## src/rtl/cma_pkg.sv

```systemverilog
package cma_pkg;

    localparam int SAMPLE_W    = 16;
    localparam int WLEN_W      = 5;
    localparam int HALF_W      = 4;
    localparam int POS_W       = 5;
    localparam int POS_MAX     = 2 ** POS_W - 1;
    localparam int SUM_W       = 21;
    localparam int QUEUE_DEPTH = 2;

    typedef enum logic [1:0]
    {
        CMD_PASS,
        CMD_STORE,
        CMD_EMIT
    } cmd_kind_t;

    // pos: stream position of the newest sample, clamped to POS_MAX
    typedef struct packed
    {
        cmd_kind_t                  kind;
        logic signed [SAMPLE_W-1:0] sample;
        logic                       last;
        logic [POS_W-1:0]           pos;
        logic [HALF_W-1:0]          half;
    } cmd_t;

    typedef enum logic [1:0]
    {
        B_IDLE,
        B_SUM,
        B_DIV,
        B_PUT
    } back_state_t;

endpackage

```

## src/rtl/centered_moving_average_unit.sv

```systemverilog
// Centered moving average over a stream of signed 16-bit samples.
// Input beats arrive on s_axis (tdata = sample, tlast = end of stream);
// result beats leave on m_axis (tdata = average, tlast = final result).
// The window register is written through cfg_valid/cfg_data; the user must
// write it only while the block is idle, as the block itself does not
// enforce this. 0 or 1 passes samples through, other values give an odd
// window W of at least 3, and each result is the mean of the present
// samples of the centered window, truncated toward zero. The result for
// position p leaves after sample p+W/2 arrives; the sample with tlast
// flushes every pending result of the stream, in order. Each averaged
// result reads its window, the top+1 samples averaged (at most W), from
// the history RAM one entry per cycle and then runs a 21-step restoring
// divider.
// A two-entry command queue separates the input classifier from the
// averaging engine; it takes input beats while the engine works, until full.
// The result sits in an output register; a stalled receiver holds it there
// and the engine waits only when it has the next result ready.
// Reset clears the window register (pass-through), the stream position and
// all valid flags; the history RAM needs no clearing.
module centered_moving_average_unit #(
    parameter int MAX_WINDOW = 31
) (
    input  logic        clk,
    input  logic        rst_n,
    input  logic        cfg_valid,
    output logic        cfg_ready,
    input  logic [4:0]  cfg_data,       // window_length
    input  logic        s_axis_tvalid,
    output logic        s_axis_tready,
    input  logic [15:0] s_axis_tdata,   // [15:0] sample
    input  logic        s_axis_tlast,
    output logic        m_axis_tvalid,
    input  logic        m_axis_tready,
    output logic [15:0] m_axis_tdata,   // [15:0] average
    output logic        m_axis_tlast
);

    import cma_pkg::*;

    localparam int HIST_DEPTH = (MAX_WINDOW < POS_MAX) ? MAX_WINDOW : POS_MAX;
    localparam int ADDR_W     = $clog2(HIST_DEPTH);

    cmd_t push_cmd;
    cmd_t pop_cmd;
    logic push;
    logic pop;
    logic full;
    logic empty;

    cma_front #(
        .MAX_WINDOW (MAX_WINDOW)
    ) u_front (
        .clk           (clk),
        .rst_n         (rst_n),
        .cfg_valid     (cfg_valid),
        .cfg_ready     (cfg_ready),
        .cfg_data      (cfg_data),
        .s_axis_tvalid (s_axis_tvalid),
        .s_axis_tready (s_axis_tready),
        .s_axis_tdata  (s_axis_tdata),
        .s_axis_tlast  (s_axis_tlast),
        .push          (push),
        .push_cmd      (push_cmd),
        .full          (full)
    );

    cma_queue u_queue (
        .clk      (clk),
        .rst_n    (rst_n),
        .push     (push),
        .push_cmd (push_cmd),
        .full     (full),
        .pop      (pop),
        .pop_cmd  (pop_cmd),
        .empty    (empty)
    );

    cma_back #(
        .ADDR_W (ADDR_W)
    ) u_back (
        .clk           (clk),
        .rst_n         (rst_n),
        .pop           (pop),
        .pop_cmd       (pop_cmd),
        .empty         (empty),
        .m_axis_tvalid (m_axis_tvalid),
        .m_axis_tready (m_axis_tready),
        .m_axis_tdata  (m_axis_tdata),
        .m_axis_tlast  (m_axis_tlast)
    );

endmodule

```

## src/rtl/cma_ram.sv

```systemverilog
module cma_ram #(
    parameter int WIDTH = 16,
    parameter int DEPTH = 32
) (
    input  logic                     clk,
    input  logic                     wr_en,
    input  logic [$clog2(DEPTH)-1:0] wr_addr,
    input  logic [WIDTH-1:0]         wr_data,
    input  logic                     rd_en,
    input  logic [$clog2(DEPTH)-1:0] rd_addr,
    output logic [WIDTH-1:0]         rd_data
);

    logic [WIDTH-1:0] mem [DEPTH];
    logic [WIDTH-1:0] rd_data_reg;

    always_ff @(posedge clk)
    begin
        if (wr_en)
        begin
            mem[wr_addr] <= wr_data;
        end
        if (rd_en)
        begin
            rd_data_reg <= mem[rd_addr];
        end
    end

    assign rd_data = rd_data_reg;

endmodule

```

## src/rtl/cma_queue.sv

```systemverilog
module cma_queue (
    input  logic          clk,
    input  logic          rst_n,
    input  logic          push,
    input  cma_pkg::cmd_t push_cmd,
    output logic          full,
    input  logic          pop,
    output cma_pkg::cmd_t pop_cmd,
    output logic          empty
);

    import cma_pkg::*;

    localparam int PW = $clog2(QUEUE_DEPTH);

    cmd_t          slot_reg [QUEUE_DEPTH];
    logic [PW-1:0] wr_ptr_reg;
    logic [PW-1:0] wr_ptr_next;
    logic [PW-1:0] rd_ptr_reg;
    logic [PW-1:0] rd_ptr_next;
    logic [PW:0]   count_reg;
    logic [PW:0]   count_next;

    assign full    = (count_reg == (PW+1)'(QUEUE_DEPTH));
    assign empty   = (count_reg == '0);
    assign pop_cmd = slot_reg[rd_ptr_reg];

    always_comb
    begin
        wr_ptr_next = push ? wr_ptr_reg + PW'(1) : wr_ptr_reg;
        rd_ptr_next = pop ? rd_ptr_reg + PW'(1) : rd_ptr_reg;
        count_next  = count_reg;
        if (push && !pop)
        begin
            count_next = count_reg + (PW+1)'(1);
        end
        else if (pop && !push)
        begin
            count_next = count_reg - (PW+1)'(1);
        end
    end

    always_ff @(posedge clk or negedge rst_n)
    begin
        if (!rst_n)
        begin
            wr_ptr_reg <= '0;
            rd_ptr_reg <= '0;
            count_reg  <= '0;
        end
        else
        begin
            wr_ptr_reg <= wr_ptr_next;
            rd_ptr_reg <= rd_ptr_next;
            count_reg  <= count_next;
        end
    end

    always_ff @(posedge clk)
    begin
        if (push)
        begin
            slot_reg[wr_ptr_reg] <= push_cmd;
        end
    end

endmodule

```

## src/rtl/cma_front.sv

```systemverilog
module cma_front #(
    parameter int MAX_WINDOW = 31
) (
    input  logic                          clk,
    input  logic                          rst_n,
    input  logic                          cfg_valid,
    output logic                          cfg_ready,
    input  logic [cma_pkg::WLEN_W-1:0]    cfg_data,
    input  logic                          s_axis_tvalid,
    output logic                          s_axis_tready,
    input  logic [cma_pkg::SAMPLE_W-1:0]  s_axis_tdata,
    input  logic                          s_axis_tlast,
    output logic                          push,
    output cma_pkg::cmd_t                 push_cmd,
    input  logic                          full
);

    import cma_pkg::*;

    localparam int CNT_W   = $clog2(MAX_WINDOW + 1);
    localparam int WIN_TOP = (MAX_WINDOW % 2 == 1) ? MAX_WINDOW : MAX_WINDOW - 1;

    logic [WLEN_W-1:0] wlen_reg;
    logic [CNT_W-1:0]  count_reg;
    logic [CNT_W-1:0]  count_next;
    logic [CNT_W-1:0]  count_inc;
    logic [CNT_W-1:0]  pos_full;
    logic [POS_W-1:0]  pos;
    logic [WLEN_W-1:0] win_odd;
    logic [WLEN_W-1:0] win_eff;
    logic [HALF_W-1:0] half;
    logic              pass;
    logic              accept;

    assign cfg_ready     = 1'b1;
    assign s_axis_tready = !full;
    assign accept        = s_axis_tvalid && !full;
    assign push          = accept;

    always_comb
    begin
        pass    = (wlen_reg <= WLEN_W'(1));
        // raise an even window to odd, then limit it to the largest odd window
        win_odd = wlen_reg | WLEN_W'(1);
        if (int'(win_odd) > WIN_TOP)
        begin
            win_eff = WLEN_W'(WIN_TOP);
        end
        else
        begin
            win_eff = win_odd;
        end
        half = win_eff[WLEN_W-1:1];

        count_inc = (count_reg < CNT_W'(MAX_WINDOW)) ? count_reg + CNT_W'(1) : count_reg;
        pos_full  = count_inc - CNT_W'(1);
        if (int'(pos_full) > POS_MAX)
        begin
            pos = POS_W'(POS_MAX);
        end
        else
        begin
            pos = POS_W'(pos_full);
        end

        push_cmd.sample = s_axis_tdata;
        push_cmd.last   = s_axis_tlast;
        push_cmd.pos    = pos;
        push_cmd.half   = half;
        if (pass)
        begin
            push_cmd.kind = CMD_PASS;
        end
        else if (s_axis_tlast || (pos >= POS_W'(half)))
        begin
            push_cmd.kind = CMD_EMIT;
        end
        else
        begin
            push_cmd.kind = CMD_STORE;
        end

        count_next = count_reg;
        if (accept)
        begin
            if (s_axis_tlast)
            begin
                count_next = '0;
            end
            else if (!pass)
            begin
                count_next = count_inc;
            end
        end
    end

    always_ff @(posedge clk or negedge rst_n)
    begin
        if (!rst_n)
        begin
            wlen_reg  <= '0;
            count_reg <= '0;
        end
        else
        begin
            if (cfg_valid)
            begin
                wlen_reg <= cfg_data;
            end
            count_reg <= count_next;
        end
    end

endmodule

```

## src/rtl/cma_back.sv

```systemverilog
module cma_back #(
    parameter int ADDR_W = 5
) (
    input  logic                          clk,
    input  logic                          rst_n,
    output logic                          pop,
    input  cma_pkg::cmd_t                 pop_cmd,
    input  logic                          empty,
    output logic                          m_axis_tvalid,
    input  logic                          m_axis_tready,
    output logic [cma_pkg::SAMPLE_W-1:0]  m_axis_tdata,
    output logic                          m_axis_tlast
);

    import cma_pkg::*;

    localparam int STEP_W = $clog2(SUM_W);

    back_state_t         state_reg;
    back_state_t         state_next;

    logic [SAMPLE_W-1:0] sample_reg;
    logic [SAMPLE_W-1:0] sample_next;
    logic                pass_reg;
    logic                pass_next;
    logic                last_reg;
    logic                last_next;
    logic [POS_W-1:0]    pos_reg;
    logic [POS_W-1:0]    pos_next;
    logic [HALF_W-1:0]   half_reg;
    logic [HALF_W-1:0]   half_next;
    logic [HALF_W-1:0]   dist_reg;
    logic [HALF_W-1:0]   dist_next;
    logic [ADDR_W-1:0]   newest_reg;
    logic [ADDR_W-1:0]   newest_next;
    logic [POS_W-1:0]    tap_reg;
    logic [POS_W-1:0]    tap_next;
    logic                issuing_reg;
    logic                issuing_next;
    logic                rvalid_reg;
    logic                rvalid_next;
    logic                rlast_reg;
    logic                rlast_next;
    logic [SUM_W-1:0]    acc_reg;
    logic [SUM_W-1:0]    acc_next;
    logic [SUM_W-1:0]    quo_reg;
    logic [SUM_W-1:0]    quo_next;
    logic [POS_W-1:0]    rem_reg;
    logic [POS_W-1:0]    rem_next;
    logic [STEP_W-1:0]   step_reg;
    logic [STEP_W-1:0]   step_next;
    logic                neg_reg;
    logic                neg_next;
    logic                out_valid_reg;
    logic                out_valid_next;
    logic [SAMPLE_W-1:0] out_data_reg;
    logic [SAMPLE_W-1:0] out_data_next;
    logic                out_last_reg;
    logic                out_last_next;

    logic                wr_en;
    logic [ADDR_W-1:0]   wr_addr;
    logic                rd_en;
    logic [ADDR_W-1:0]   rd_addr;
    logic [SAMPLE_W-1:0] rd_data;

    logic [POS_W-1:0]    reach;
    logic [POS_W-1:0]    top;
    logic [POS_W-1:0]    divisor;
    logic [SUM_W-1:0]    acc_sum;
    logic [POS_W:0]      rem_shift;
    logic                rem_ge;
    logic [SUM_W-1:0]    div_val;
    logic [SAMPLE_W-1:0] res_val;
    logic                res_last;
    logic                out_free;
    logic                more;

    cma_ram #(
        .WIDTH (SAMPLE_W),
        .DEPTH (2 ** ADDR_W)
    ) u_hist_ram (
        .clk     (clk),
        .wr_en   (wr_en),
        .wr_addr (wr_addr),
        .wr_data (pop_cmd.sample),
        .rd_en   (rd_en),
        .rd_addr (rd_addr),
        .rd_data (rd_data)
    );

    assign m_axis_tvalid = out_valid_reg;
    assign m_axis_tdata  = out_data_reg;
    assign m_axis_tlast  = out_last_reg;

    // window covers the newest top+1 samples
    assign reach     = POS_W'(dist_reg) + POS_W'(half_reg);
    assign top       = (pos_reg < reach) ? pos_reg : reach;
    assign divisor   = top + POS_W'(1);
    assign acc_sum   = acc_reg + {{(SUM_W-SAMPLE_W){rd_data[SAMPLE_W-1]}}, rd_data};
    assign rem_shift = {rem_reg, quo_reg[SUM_W-1]};
    assign rem_ge    = (rem_shift >= {1'b0, divisor});
    assign div_val   = neg_reg ? (SUM_W'(0) - quo_reg) : quo_reg;
    assign res_val   = pass_reg ? sample_reg : div_val[SAMPLE_W-1:0];
    assign res_last  = pass_reg ? last_reg : (last_reg && (dist_reg == '0));
    assign out_free  = !out_valid_reg || m_axis_tready;
    assign more      = !pass_reg && last_reg && (dist_reg != '0);

    always_comb
    begin
        state_next = state_reg;
        unique case (state_reg)
            B_IDLE:
            begin
                if (!empty)
                begin
                    unique case (pop_cmd.kind)
                        CMD_PASS:  state_next = B_PUT;
                        CMD_EMIT:  state_next = B_SUM;
                        default:   state_next = B_IDLE;
                    endcase
                end
            end
            B_SUM:
            begin
                if (rvalid_reg && rlast_reg)
                begin
                    state_next = B_DIV;
                end
            end
            B_DIV:
            begin
                if (step_reg == STEP_W'(SUM_W - 1))
                begin
                    state_next = B_PUT;
                end
            end
            B_PUT:
            begin
                if (out_free)
                begin
                    state_next = more ? B_SUM : B_IDLE;
                end
            end
            default:
            begin
                state_next = B_IDLE;
            end
        endcase
    end

    always_comb
    begin
        sample_next    = sample_reg;
        pass_next      = pass_reg;
        last_next      = last_reg;
        pos_next       = pos_reg;
        half_next      = half_reg;
        dist_next      = dist_reg;
        newest_next    = newest_reg;
        tap_next       = tap_reg;
        issuing_next   = issuing_reg;
        rvalid_next    = 1'b0;
        rlast_next     = 1'b0;
        acc_next       = acc_reg;
        quo_next       = quo_reg;
        rem_next       = rem_reg;
        step_next      = step_reg;
        neg_next       = neg_reg;
        out_valid_next = out_valid_reg && !m_axis_tready;
        out_data_next  = out_data_reg;
        out_last_next  = out_last_reg;
        pop            = 1'b0;
        wr_en          = 1'b0;
        wr_addr        = newest_reg + ADDR_W'(1);
        rd_en          = 1'b0;
        rd_addr        = newest_reg - ADDR_W'(tap_reg);

        unique case (state_reg)
            B_IDLE:
            begin
                if (!empty)
                begin
                    pop         = 1'b1;
                    sample_next = pop_cmd.sample;
                    last_next   = pop_cmd.last;
                    pos_next    = pop_cmd.pos;
                    half_next   = pop_cmd.half;
                    pass_next   = (pop_cmd.kind == CMD_PASS);
                    if (pop_cmd.kind != CMD_PASS)
                    begin
                        wr_en       = 1'b1;
                        newest_next = newest_reg + ADDR_W'(1);
                    end
                    // flush starts half a window back, or at the stream head
                    if (pop_cmd.last && (pop_cmd.pos < POS_W'(pop_cmd.half)))
                    begin
                        dist_next = pop_cmd.pos[HALF_W-1:0];
                    end
                    else
                    begin
                        dist_next = pop_cmd.half;
                    end
                    tap_next     = '0;
                    issuing_next = 1'b1;
                    acc_next     = '0;
                end
            end
            B_SUM:
            begin
                if (issuing_reg)
                begin
                    rd_en       = 1'b1;
                    rvalid_next = 1'b1;
                    rlast_next  = (tap_reg == top);
                    tap_next    = tap_reg + POS_W'(1);
                    if (tap_reg == top)
                    begin
                        issuing_next = 1'b0;
                    end
                end
                if (rvalid_reg)
                begin
                    acc_next = acc_sum;
                    if (rlast_reg)
                    begin
                        neg_next  = acc_sum[SUM_W-1];
                        quo_next  = acc_sum[SUM_W-1] ? (SUM_W'(0) - acc_sum) : acc_sum;
                        rem_next  = '0;
                        step_next = '0;
                    end
                end
            end
            B_DIV:
            begin
                rem_next  = rem_ge ? POS_W'(rem_shift - {1'b0, divisor}) : rem_shift[POS_W-1:0];
                quo_next  = {quo_reg[SUM_W-2:0], rem_ge};
                step_next = step_reg + STEP_W'(1);
            end
            B_PUT:
            begin
                if (out_free)
                begin
                    out_valid_next = 1'b1;
                    out_data_next  = res_val;
                    out_last_next  = res_last;
                    if (more)
                    begin
                        dist_next    = dist_reg - HALF_W'(1);
                        tap_next     = '0;
                        issuing_next = 1'b1;
                        acc_next     = '0;
                    end
                end
            end
            default:
            begin
                pop = 1'b0;
            end
        endcase
    end

    always_ff @(posedge clk or negedge rst_n)
    begin
        if (!rst_n)
        begin
            state_reg     <= B_IDLE;
            newest_reg    <= '0;
            issuing_reg   <= 1'b0;
            rvalid_reg    <= 1'b0;
            rlast_reg     <= 1'b0;
            out_valid_reg <= 1'b0;
        end
        else
        begin
            state_reg     <= state_next;
            newest_reg    <= newest_next;
            issuing_reg   <= issuing_next;
            rvalid_reg    <= rvalid_next;
            rlast_reg     <= rlast_next;
            out_valid_reg <= out_valid_next;
        end
    end

    always_ff @(posedge clk)
    begin
        sample_reg   <= sample_next;
        pass_reg     <= pass_next;
        last_reg     <= last_next;
        pos_reg      <= pos_next;
        half_reg     <= half_next;
        dist_reg     <= dist_next;
        tap_reg      <= tap_next;
        acc_reg      <= acc_next;
        quo_reg      <= quo_next;
        rem_reg      <= rem_next;
        step_reg     <= step_next;
        neg_reg      <= neg_next;
        out_data_reg <= out_data_next;
        out_last_reg <= out_last_next;
    end

endmodule

```

## config.mk

```make
export PLATFORM = sky130hd
export DESIGN_NAME = centered_moving_average_unit
export DESIGN_NICKNAME = d
export VERILOG_FILES = /design/src/rtl/cma_pkg.sv /design/src/rtl/centered_moving_average_unit.sv /design/src/rtl/cma_ram.sv /design/src/rtl/cma_queue.sv /design/src/rtl/cma_front.sv /design/src/rtl/cma_back.sv
export SDC_FILE = /design/constraint.sdc
export NUM_CORES = 1
export LEC_CHECK = 0
export BUFFER_PORTS_ARGS = -buffer_cell sky130_fd_sc_hd__buf_2
export CAP_MARGIN = 25
export CORE_MARGIN = 2
export CORE_UTILIZATION = 30
export DETAILED_ROUTE_END_ITERATION = 8
export GPL_TIMING_DRIVEN = 1
export SLEW_MARGIN = 20
export SYNTH_ARGS = -nofsm -noshare
export SYNTH_HDL_FRONTEND = slang
export SYNTH_HIERARCHICAL = 1
export SYNTH_SLANG_ARGS = --single-unit
export TNS_END_PERCENT = 30
```

## constraint.sdc

```tcl
create_clock -name clk -period 6.05 [get_ports clk]
set_clock_uncertainty 0.05 [all_clocks]
set_input_delay 0.605 -clock clk [delete_from_list [all_inputs] [get_ports clk]]
set_output_delay 0.605 -clock clk [all_outputs]
set_load 0.03 [all_outputs]
```

* Yosys cells after proc, flatten, opt, wreduce, memory -nomap -nowiden
Memory sizes are Yosys's and may differ from the RTL's. A register that Yosys moved wholly into a read port is not among the register bits. Index checks and enable logic that the tools add are counted.
Operators by class: $add $sub $neg 17, multipliers 0, div/mod/pow operators 0, $lt $le $gt $ge 6, equality and inequality tests 16, shift-type cells 0, multiplexer cells 63, bitwise operators 1, reductions and logical operators 38
Operator list (count):
- 21-bit two-way mux | 7
- 21-bit case mux with 3 select lines | 1
- 5-bit two-way mux | 11
- 21-bit case mux with 2 select lines | 1
- 16-bit two-way mux | 2
- 5-bit by 1-bit adder with 5-bit output (second input constant) | 5
- 1-bit two-way mux | 22
- 21-bit adder | 1
- 1-bit by 21-bit subtractor with 21-bit output (first input constant) | 1
- 5-bit case mux with 2 select lines | 2
- 2-bit two-way mux | 8
- 4-bit two-way mux | 4
- 1-bit by 16-bit subtractor with 16-bit output (first input constant) | 1
- 5-bit case mux with 3 select lines | 1
- 2-bit by 1-bit != test with 1-bit output (second input constant) | 7
- 4-bit AND reduction | 3
- 5-bit AND reduction | 2
- 5-bit subtractor | 2
- 1-bit logical AND | 9
- 3-bit AND reduction | 3
- 2-bit == test (second input constant) | 4
- 2-bit case mux with 4 select lines | 1
- 4-bit case mux with 2 select lines | 1
- 2-bit nonzero test | 4
- 26 further kinds | 38
Storage, ports and cells: bits in registers 131, bits in latches 0, bits in writable memories 568, bits in read-only memories 0, bits of input ports 27, output and inout bits 20, memories kept 2
Memory list:
- u_back.u_hist_ram.mem | words 32, bits a word 16, read ports 1, clocked after memory_dff 1, wr ports 1, line cma_ram.sv:14 | logic [WIDTH-1:0] mem [DEPTH];
- u_queue.slot_reg | words 2, bits a word 28, read ports 1, clocked after memory_dff 0, wr ports 1, line cma_queue.sv:16 | cmd_t slot_reg [QUEUE_DEPTH];

* Depth between registers and ports, before layout
Gate-level depths: netlist (run 1).
word-level depth 7, gate-level depth with buffers 20, depth with buffers taken out 19

* Modules after synthesis
The synthesis (run 1) kept the hierarchy.
By module, submodules not included:
- cma_ram | times used 1, cells each 1143, area an instance 20694.8 µm², seq. area each 15855.2 µm²
- cma_back | times used 1, cells each 712, area an instance 7482.2 µm², seq. area each 3458.3 µm²
- cma_queue | times used 1, cells each 103, area an instance 2254.7 µm², seq. area each 1781.7 µm²
- cma_front | times used 1, cells each 106, area an instance 889.6 µm², seq. area each 225.2 µm²

* Worst setup path after synthesis (run 1)
No wires, ideal clock.
path type register to register, from reg u_back.dist_reg[0], to reg u_back.rem_reg[1], data pin, setup time 0.266 ns, arrival time 4.538 ns, data required time 5.734 ns, slack 1.196 ns, stages on the path, launching flop included 21, clock period less this slack 4.854 ns, path through edfxtp_1 > ha_1 > fa_1 > inv_1 > ha_1 > a21o_1 > a21o_1 > a21o_1 > a21oi_1 > mux2i_1 > inv_1 > ha_1 > inv_1 > fa_1 > a21o_1 > a21o_1 > and2_1 > or2_2 > clkbuf_1 > mux2i_1 > nor2_1
Between the ends: word-level cells in the longest chain between the ends 7, elaborated cells on any way between the ends 8, those cells by class add/sub: 3; order compare: 2; mux: 3
Ends and longest elaborated chain:
- start: declaration | line cma_back.sv:32 | logic [HALF_W-1:0] dist_reg;
- start signal: assignment | line cma_back.sv:292 | dist_reg <= dist_next;
- 4-bit by 4-bit adder with 5-bit output * | line cma_back.sv:97 | assign reach = POS_W'(dist_reg) + POS_W'(half_reg);
- 5-bit less-than comparator | line cma_back.sv:98 | assign top = (pos_reg < reach) ? pos_reg : reach;
- 5-bit two-way mux * | line cma_back.sv:98
- 5-bit by 1-bit adder with 5-bit output * | line cma_back.sv:99 | assign divisor = top + POS_W'(1);
- 5-bit subtractor or 6-bit by 5-bit greater-or-equal comparator with 1-bit output (tied branches) | line cma_back.sv:236, cma_back.sv:102
- 5-bit two-way mux * | line cma_back.sv:236 | rem_next = rem_ge ? POS_W'(rem_shift - {1'b0, divisor}) : rem_shift[POS_W-1:0];
- 5-bit case mux with 2 select lines * | line cma_back.sv:179 | unique case (state_reg)
- end signal: assignment | line cma_back.sv:296 | rem_reg <= rem_next;
- end: declaration | line cma_back.sv:48 | logic [POS_W-1:0] rem_reg;
Every way passes the cells marked *; elsewhere a longest branch is shown, timed or not. A chain may end at the register's enable or synchronous reset.

* Final worst setup path (run 1)
from reg u_back.dist_reg[0], to reg u_back.rem_reg[3], data pin
The elaborated chain is that of the path after synthesis.

==> results.toml, run 1 <==
[status]
status = "complete, no violations"

[synthesis]
synth_xor_area_share_pct = 2.13
synth_top_family_by_area = "multiplexers"
synth_edf_count = 690
synth_nets = 2154
synth_fa_ha_area_share_pct = 2.61
ys_seq_elements = 714
ys_types = 82
synth_top_cells_by_count = "690 x edfxtp_1, 265 x mux2i_1, 106 x nand2_1"
syn-instance-count = 2064
yosysWarnings = 6
synth_compound_area_share_pct = 7.14
synth.avg_cell_area_um2 = 15.2
synthSimpleGateAreaFrac_pct = 6.51
async_flop_share_pct = 3.36
synth.mux.area_fraction_pct = 10.1
ys_top_cells_by_area = "edfxtp_1 66%, mux2i_1 8.5%, ha_1 2.4%"
synth_top_cell_by_area = "edfxtp_1"
synth-main-ff-cell = "edfxtp_1"
netlist_area_um2 = 31300
synth-seq-area-share_pct = 68.1
synth.most_common_cell = "edfxtp_1"
netlist.area_leader.share_pct = 66.2

[sta]
fin_ws_ns = 0.815
rsz0062_at_grt = "false"
post-route-period-util_pct = 86.5
slew_headroom_pct = 28.9
slew_violations = 0
hold_viol_final = 0
tightestPinTransition_ns = 1.07
setup_tns_ns = 0
finalCriticalPeriod_ns = 5.23
setup_viol_count_final = 0
fmax_ghz = 0.191

[drt]
routed.top_layer = "met4"
num_vias = 17500
post_drt_via_cell_ratio = 4.91
drtIter0Drc = 1528
ant_nets = 0
drtPass1Iterations = 5
dr_wl_met3_um = 4490
met1_length_um = 31500
wl_um = 72500
routed-wl-met2_um = 35000
wl_per_cell_um = 20.4
drc = 0

[cells_and_area]
final_core_util_pct = 34.2
largest_register_ffs = 512
layout-drive-gt1-share_pct = 13.1
area_delta_synth_final_pct = 13.0
num_antenna_cells = 0
final_cell_area_um2 = 35400
nets = 2206

[clocking]
clock_sinks = 714
cts_max_path_buffers = 3
cts_tree = "yes"
clk_pin_slew_ns = 0.06
cts_hold_buf = 1
root_buffer = "clkbuf_16"
postCtsSetupRepairBufs = 0
cts_made_buffers = 75
clock_latency_ns = 0.62
cts_resized = 0
cts-htree-levels = 3

[critical_path]
cp_data_arrival_time_ns = 5.52
cp.required_ns = 6.34
crit-reg2reg-launch = "u_back/dist_reg[0]$_DFFE_PP_"
end_kind = "flop"
r2r_slack_ns = 0.82
r2r_end = "u_back/rem_reg[3]$_SDFFCE_PN0P_"
cp-start-kind = "flop"
crit_end = "u_back/rem_reg[3]$_SDFFCE_PN0P_"
crit_fanout = 7
rr_worst_depth = 19
startpoint = "u_back/dist_reg[0]$_DFFE_PP_"
path_class = "flop to flop"

[place]
port_buffers = 44
place_area_um2 = 32900
dp_hpwl_um = 43700
dpl_worst_slack_ns = 0.839
gp_congestion = 0.837

[hold_path]
holdCritPathClass = "primary input to flop"
whs_path_depth = 1

[floorplan]
dieArea_um2 = 107000
chipHeight_um = 327
initial_utilization_pct = 30.3
num_io_pins = 47
core_area_um2 = 103000
die_w_um = 327
num_rows = 118

[global_routing]
grt_pass1_vias = 17600
grt.overflow.total = 0
track_usage_pct = 13.3
grt_start_max_net_pins = 108
antenna_found_initial = 1
grt_pass1_wl_um = 108000

[run]
drv_cap = 0
-- kinds of logic (layout without fill, tap and decap cells) --
family / count (synthesis) / count (layout)
buffers and inverters: 170 / 281
muxes: 308 / 308
xor gates and xnor gates: 76 / 76
AOI/OAI and AO/OA: 328 / 328
DFF: 714 / 714
adders and majority gates: 63 / 63
other: 1 / 1
and+or+nand+nor: 404 / 404
-- through the flow --
stage / hold WS (ns) / instances
finish: 0.134 / 3555
global route: 0.111 / 3555
CTS: 0.101 / 3552
detailed placement: 0.452 / 3415
global placement: 0.423 / 3412
floorplan: 0.259 / 2064
-- worst min-delay path by stage --
stage          slack (ns)                                 to                        startpoint
2_1_floorplan        0.26     u_back/issuing_reg$_DFFE_PN0P_                             rst_n
3_3_place_gp         0.42   u_queue/count_reg[1]$_DFFE_PN0P_  u_queue/count_reg[1]$_DFFE_PN0P_
3_5_place_dp         0.45   u_queue/slot_reg[1][1]$_DFFE_PP_   u_front/wlen_reg[2]$_DFFE_PN0P_
4_1_cts              0.10  u_queue/slot_reg[1][14]$_DFFE_PP_                   s_axis_tdata[4]
5_1_grt              0.11  u_queue/slot_reg[0][25]$_DFFE_PP_                  s_axis_tdata[15]
6_report             0.13  u_queue/slot_reg[0][19]$_DFFE_PP_                   s_axis_tdata[9]
-- worst max-delay path, stage by stage, from the launching register on --
cell	delay [ns]
edfxtp_1	0.43
ha_1	0.24
fa_1	0.52
inv_1	0.05
ha_1	0.27
a21o_1	0.16
a21o_1	0.18
a21o_1	0.17
a21oi_1	0.43
mux2i_1	0.48
inv_1	0.08
ha_1	0.28
inv_1	0.07
fa_1	0.43
a21o_1	0.18
a21o_1	0.18
and2_1	0.17
or2_2	0.35
mux2i_1	0.17
nor2_1	0.06
-- layout by cell type (no fill, tap or decap), drive strengths merged, types with 53 or more instances in the layout --
master	instances
a21oi	77
a22oi	66
buf	92
clkbuf	95
edfxtp	690
ha	59
inv	55
mux2i	265
nand2	106
nand3	53
nor2	90
o21ai	55
-- per-layer routing --
layer  vias up  track usage, %
li1       8044               -
met1      8877            17.5
met2       455            22.2
met3        90            2.66
met4         0            3.64
met5         -               0
-- area by class of cell --
cell class	instances	area, um^2
flip-flops and latches	714	21300
repair buffers	93	666
inverters	52	203
fillers	9789	68100
clock inverters	41	483
clock buffers	95	1980
well taps	1380	1730
multi-input cells	1180	9010
Power of run 1 is not shown: default switching activity piles up to over one toggle a cycle in this logic, so the estimate is an artifact.
==> inputs of run 2 (changes only) <==
--- a/config.mk
+++ b/config.mk
@@ -7,7 +7,7 @@
 export LEC_CHECK = 0
 export BUFFER_PORTS_ARGS = -buffer_cell sky130_fd_sc_hd__buf_2
 export CAP_MARGIN = 25
-export CORE_MARGIN = 2
+export CORE_MARGIN = 1
 export CORE_UTILIZATION = 30
 export DETAILED_ROUTE_END_ITERATION = 8
 export GPL_TIMING_DRIVEN = 1
==> run 2 against run 1 <==
Net effect:
- maximum frequency shrank 1.9%
- count of clock-buffer cells in the layout grew 2
- sequential cell count is the same
- critical path depth is the same
- critical path type unchanged
- final area grew 0.12%
- worst setup slack lost 0.10 ns
- wire length is essentially flat
- global-route usage grew 0.22 points
==> results.toml, run 2 (synthesis results as in run 1) <==
[drt]
ant_nets = 0
wl_per_cell_um = 20.4
drc = 0
drtPass1Iterations = 5
post_drt_via_cell_ratio = 4.93
wl_um = 72500
drtIter0Drc = 1617
num_vias = 17500

[critical_path]
crit-reg2reg-launch = "u_back/dist_reg[0]$_DFFE_PP_"
r2r_slack_ns = 0.71
path_buf_inv = 3
slowest_stage = "mux2i_1"
path_cells = "ha_1 > fa_1 > inv_1 > ha_1 > a21o_1 > a21o_1 > a21o_1 > a21oi_1 > mux2i_1 > inv_1 > ha_1 > inv_1 > fa_1 > a21o_1 > a21o_1 > and2_1 > or2_2 > mux2i_1 > nor2_1"
crit_fanout = 7
startpoint = "u_back/dist_reg[0]$_DFFE_PP_"
end_kind = "flop"
crit_family = "adder cells"
cp_data_arrival_time_ns = 5.62
max_stage_delay_ns = 0.52
critPathMostFrequentCell = "a21o_1"
cp-start-kind = "flop"
path_class = "flop to flop"
cp.required_ns = 6.34

[sta]
finalCriticalPeriod_ns = 5.34
hold_viol_final = 0
fmax_ghz = 0.187
setup_tns_ns = 0
slew_violations = 0
tightestPinTransition_ns = 1.14
post-route-period-util_pct = 88.2
setup_viol_count_final = 0
slew_headroom_pct = 24.1
rsz0062_at_grt = "false"

[floorplan]
chipHeight_um = 325
core_area_um2 = 103000
num_rows = 118
initial_utilization_pct = 30.3
dieArea_um2 = 106000
die_w_um = 325
num_io_pins = 47

[clocking]
cts_resized = 0
root_buffer = "clkbuf_16"
cts_max_path_buffers = 3
clock_latency_ns = 0.62
clk_pin_slew_ns = 0.06
cts_tree = "yes"
clock_sinks = 714
postCtsSetupRepairBufs = 0
cts_made_buffers = 75
cts-htree-levels = 3

[global_routing]
grt.overflow.total = 0
antenna_found_initial = 7
grt_start_max_net_pins = 111
grt_pass1_wl_um = 109000
track_usage_pct = 13.5
grt_pass1_vias = 17400

[cells_and_area]
largest_register_ffs = 512
layout-drive-gt1-share_pct = 13.3
nets = 2205
layout_commonest_cell = "edfxtp_1"
area_delta_synth_final_pct = 13.1
layout_common_cells = "690 x edfxtp_1, 265 x mux2i_1, 106 x nand2_1"

[hold_path]
min-delay-start = "s_axis_tdata[8]"
holdCritPathClass = "primary input to flop"

[place]
dp_hpwl_um = 43700
gp_congestion = 0.817
port_buffers = 44

[run]
drv_cap = 0

[status]
status = "complete, no violations"
-- run 2: changes by cell type in the layout (fill, tap and decap cells not counted), moves of 2 or more --
cell	change
inv_16	-2
nor2_1	-4
clkbuf_1	-3
clkinvlp_4	-2
buf_6	+3
buf_4	-5
clkbuf_16	+3
nor2_4	-4
nor2_2	+8
clkbuf_8	+2
-- run 2: layer usage --
metal	wire length (um)	part of all wire (%)	GRT usage [%]	vias up
met2	34800	48	22.3	493
met1	31900	44	18.5	8924
met5	0	0	0	-
li1	-	-	-	8031
met3	4470	6.2	2.07	88
met4	1220	1.7	3.45	0
-- run 2: metrics by stage --
stage / setup slack (ns) / util (%) / area, um^2 / cells / hold slack [ns]
2_1_floorplan: 1.20 / - / 31300 / 2064 / 0.259
3_3_place_gp: 0.903 / 31.7 / 32800 / 3408 / 0.423
3_5_place_dp: 0.742 / 31.8 / 32900 / 3413 / 0.434
4_1_cts: 0.749 / 34.2 / 35400 / 3549 / 0.0988
5_1_grt: 0.448 / 34.2 / 35400 / 3553 / 0.117
6_report: 0.715 / 34.2 / 35400 / 3554 / 0.129
-- run 2: what timing repair did --
item | in CTS | in global routing
endpoints found under the hold margin | 24 | 0
hold buffers | 1 | 0
setup endpoints to repair | 0 | 0
-- run 2: worst reg2reg max path: cells and delay by family, from the launching register on --
family / cells / cell delay (ns)
buffers and inverters: 3 / 0.21
flip-flops: 1 / 0.44
AND/OR/NAND/NOR: 3 / 0.58
AO/OA/AOI/OAI: 6 / 1.34
adder cells (fa/ha/maj): 5 / 1.73
multiplexers: 2 / 0.72
-- run 2: final cells by class --
cell class | instances | area [um^2]
multi-input cells | 1180 | 9000
fillers | 9747 | 68100
clock inverters | 38 | 424
flip-flops and latches | 714 | 21300
clock buffers | 97 | 2070
well taps | 1380 | 1730
repair buffers | 92 | 682
inverters | 52 | 203
diodes | 1 | 2.50
-- run 2: path summary, 6_finish.rpt --
check	endpoint	cells after the start
worst max register to register	u_back/rem_reg[3]$_SDFFCE_PN0P_	19
worst min register to register	u_queue/count_reg[1]$_DFFE_PN0P_	1
max in group asynchronous	u_back/rvalid_reg$_DFF_PN0_	2
worst min-delay path	u_queue/slot_reg[0][18]$_DFFE_PP_	1
worst max-delay path	u_back/rem_reg[3]$_SDFFCE_PN0P_	19
min in group asynchronous	u_queue/count_reg[0]$_DFFE_PN0P_	2
Power of run 2 is left out for the same reason.
==> inputs of run 3 (changes only) <==
==> constraint.sdc (replaced) <==
create_clock -name clk -period 6.05 [get_ports clk]
set_clock_uncertainty 0.05 [all_clocks]
set_input_delay 0.3025 -clock clk [delete_from_list [all_inputs] [get_ports clk]]
set_output_delay 0.3025 -clock clk [all_outputs]
set_load 0.03 [all_outputs]
==> run 3 against run 2 <==
Net effect:
- wire length increased by 0.45%
- first-iteration DRC count fell by 2.2%
- sequential cell count did not move
- non-clock buffer count grew 28
- largest cell class unchanged
==> results.toml, run 3 (synthesis results as in run 1) <==
[status]
status = "complete, no violations"

[clocking]
clock_latency_ns = 0.62
cts_made_buffers = 75
cts_resized = 0
cts-htree-levels = 3
cts_tree = "yes"
cts_max_path_buffers = 3
root_buffer = "clkbuf_16"
clk_pin_slew_ns = 0.06
clock_sinks = 714

[sta]
setup_tns_ns = 0
slew_headroom_pct = 32.9
holdWs_ns = 0.192
tightestPinTransition_ns = 1.01
slew_violations = 0
rsz0062_at_grt = "false"
finalCriticalPeriod_ns = 5.27
hold_viol_final = 0
fmax_ghz = 0.190
post-route-period-util_pct = 87.1
setup_viol_count_final = 0

[floorplan]
dieArea_um2 = 106000
num_rows = 118
chipHeight_um = 325
num_io_pins = 47
initial_utilization_pct = 30.3
die_w_um = 325
core_area_um2 = 103000

[cells_and_area]
layout-drive-gt1-share_pct = 12.9
layout_common_cells = "690 x edfxtp_1, 265 x mux2i_1, 106 x nand2_1"
final_cell_area_um2 = 35500
layout_commonest_cell = "edfxtp_1"
area_delta_synth_final_pct = 13.4
nets = 2233
num_antenna_cells = 0
fillers = 9807
final_core_util_pct = 34.3
largest_register_ffs = 512

[global_routing]
track_usage_pct = 13.6
grt_start_max_net_pins = 83
grt_pass1_wl_um = 109000
grt.overflow.total = 0
grt_pass1_vias = 17500
antenna_found_initial = 8

[place]
gp_congestion = 0.846
place_area_um2 = 32800
dp_hpwl_um = 43800
port_buffers = 44

[drt]
drtIter0Drc = 1582
wl_um = 72800
post_drt_via_cell_ratio = 4.92
drc = 0
wl_per_cell_um = 20.3
ant_nets = 0
drtPass1Iterations = 7
num_vias = 17600

[critical_path]
end_kind = "flop"
r2r_slack_ns = 0.78
cp-start-kind = "flop"
cp.required_ns = 6.33
rr_worst_depth = 19
critPathMostFrequentCell = "a21o_1"
max_stage_delay_ns = 0.51
r2r_end = "u_back/rem_reg[1]$_SDFFCE_PN0P_"
startpoint = "u_back/dist_reg[0]$_DFFE_PP_"
cp_data_arrival_time_ns = 5.55
crit_fanout = 7
path_cells = "ha_1 > fa_1 > inv_1 > ha_1 > a21o_1 > a21o_1 > a21o_1 > a21oi_1 > mux2i_1 > inv_1 > ha_1 > inv_1 > fa_1 > a21o_1 > a21o_1 > and2_1 > or2_2 > mux2i_1 > nor2_1"
slowest_stage = "fa_1"
path_class = "flop to flop"
crit-reg2reg-launch = "u_back/dist_reg[0]$_DFFE_PP_"

[hold_path]
holdCritPathClass = "primary input to flop"
min_to = "u_front/count_reg[2]$_DFFE_PN0P_"
min-delay-start = "s_axis_tvalid"
whs_path_depth = 3

[run]
drv_cap = 0
run 3: changes by cell type in the layout (fill, tap and decap cells not counted), sizes merged, moves of 3 or more:
cell / change
dlygate4sd3: +29
clkinvlp: +4
clkinv: -3
clkbuf: -4
bufinv: -4
inv: +4
run 3: how the worst max path moves through the flow:
stage          cells past startpoint                         endpoint
2_1_floorplan                     20  u_back/rem_reg[1]$_SDFFCE_PN0P_
4_1_cts                           19  u_back/rem_reg[1]$_SDFFCE_PN0P_
3_3_place_gp                      19  u_back/rem_reg[3]$_SDFFCE_PN0P_
3_5_place_dp                      19  u_back/rem_reg[1]$_SDFFCE_PN0P_
5_1_grt                           19  u_back/rem_reg[3]$_SDFFCE_PN0P_
6_report                          19  u_back/rem_reg[1]$_SDFFCE_PN0P_
run 3: final cells by class:
cell class | count | area, um^2 | area share [%]
Inverter | 52 | 203 | 0.571
Clock inverter | 39 | 323 | 0.909
Clock buffer | 93 | 2000 | 5.62
Multi-Input combinational cell | 1180 | 9000 | 25.3
Tap cell | 1380 | 1730 | 4.86
Timing Repair Buffer | 120 | 948 | 2.67
Sequential cell | 714 | 21300 | 60.0
run 3: what timing repair did:
action                                 CTS  global route
hold buffers                            30             0
setup buffers                            0             0
endpoints found under the hold margin   63             0
run 3: critical path, delay by kind of cell (launching register included):
family,cells,cell delay (ns)
simple gates,3,0.58
flops,1,0.43
buf+inv,3,0.21
mux,2,0.67
fa+ha+maj,5,1.75
compound gates,6,1.30
run 3: through the flow:
| step | std cells | worst slack (ns) |
|---|---|---|
| CTS | 3574 | 0.807 |
| finish | 3578 | 0.783 |
| floorplan | 2064 | 1.20 |
| global placement | 3408 | 0.927 |
| detailed placement | 3412 | 0.808 |
| global route | 3578 | 0.555 |
run 3: metal layers:
layer | up-vias | routed length [um] | track usage (%)
li1 | 8069 | - | -
met1 | 8952 | 31800 | 18.3
met2 | 494 | 35300 | 22.8
met3 | 96 | 4400 | 2.04
met4 | 0 | 1330 | 3.63
met5 | - | 0 | 0
Power of run 3 is left out for the same reason.
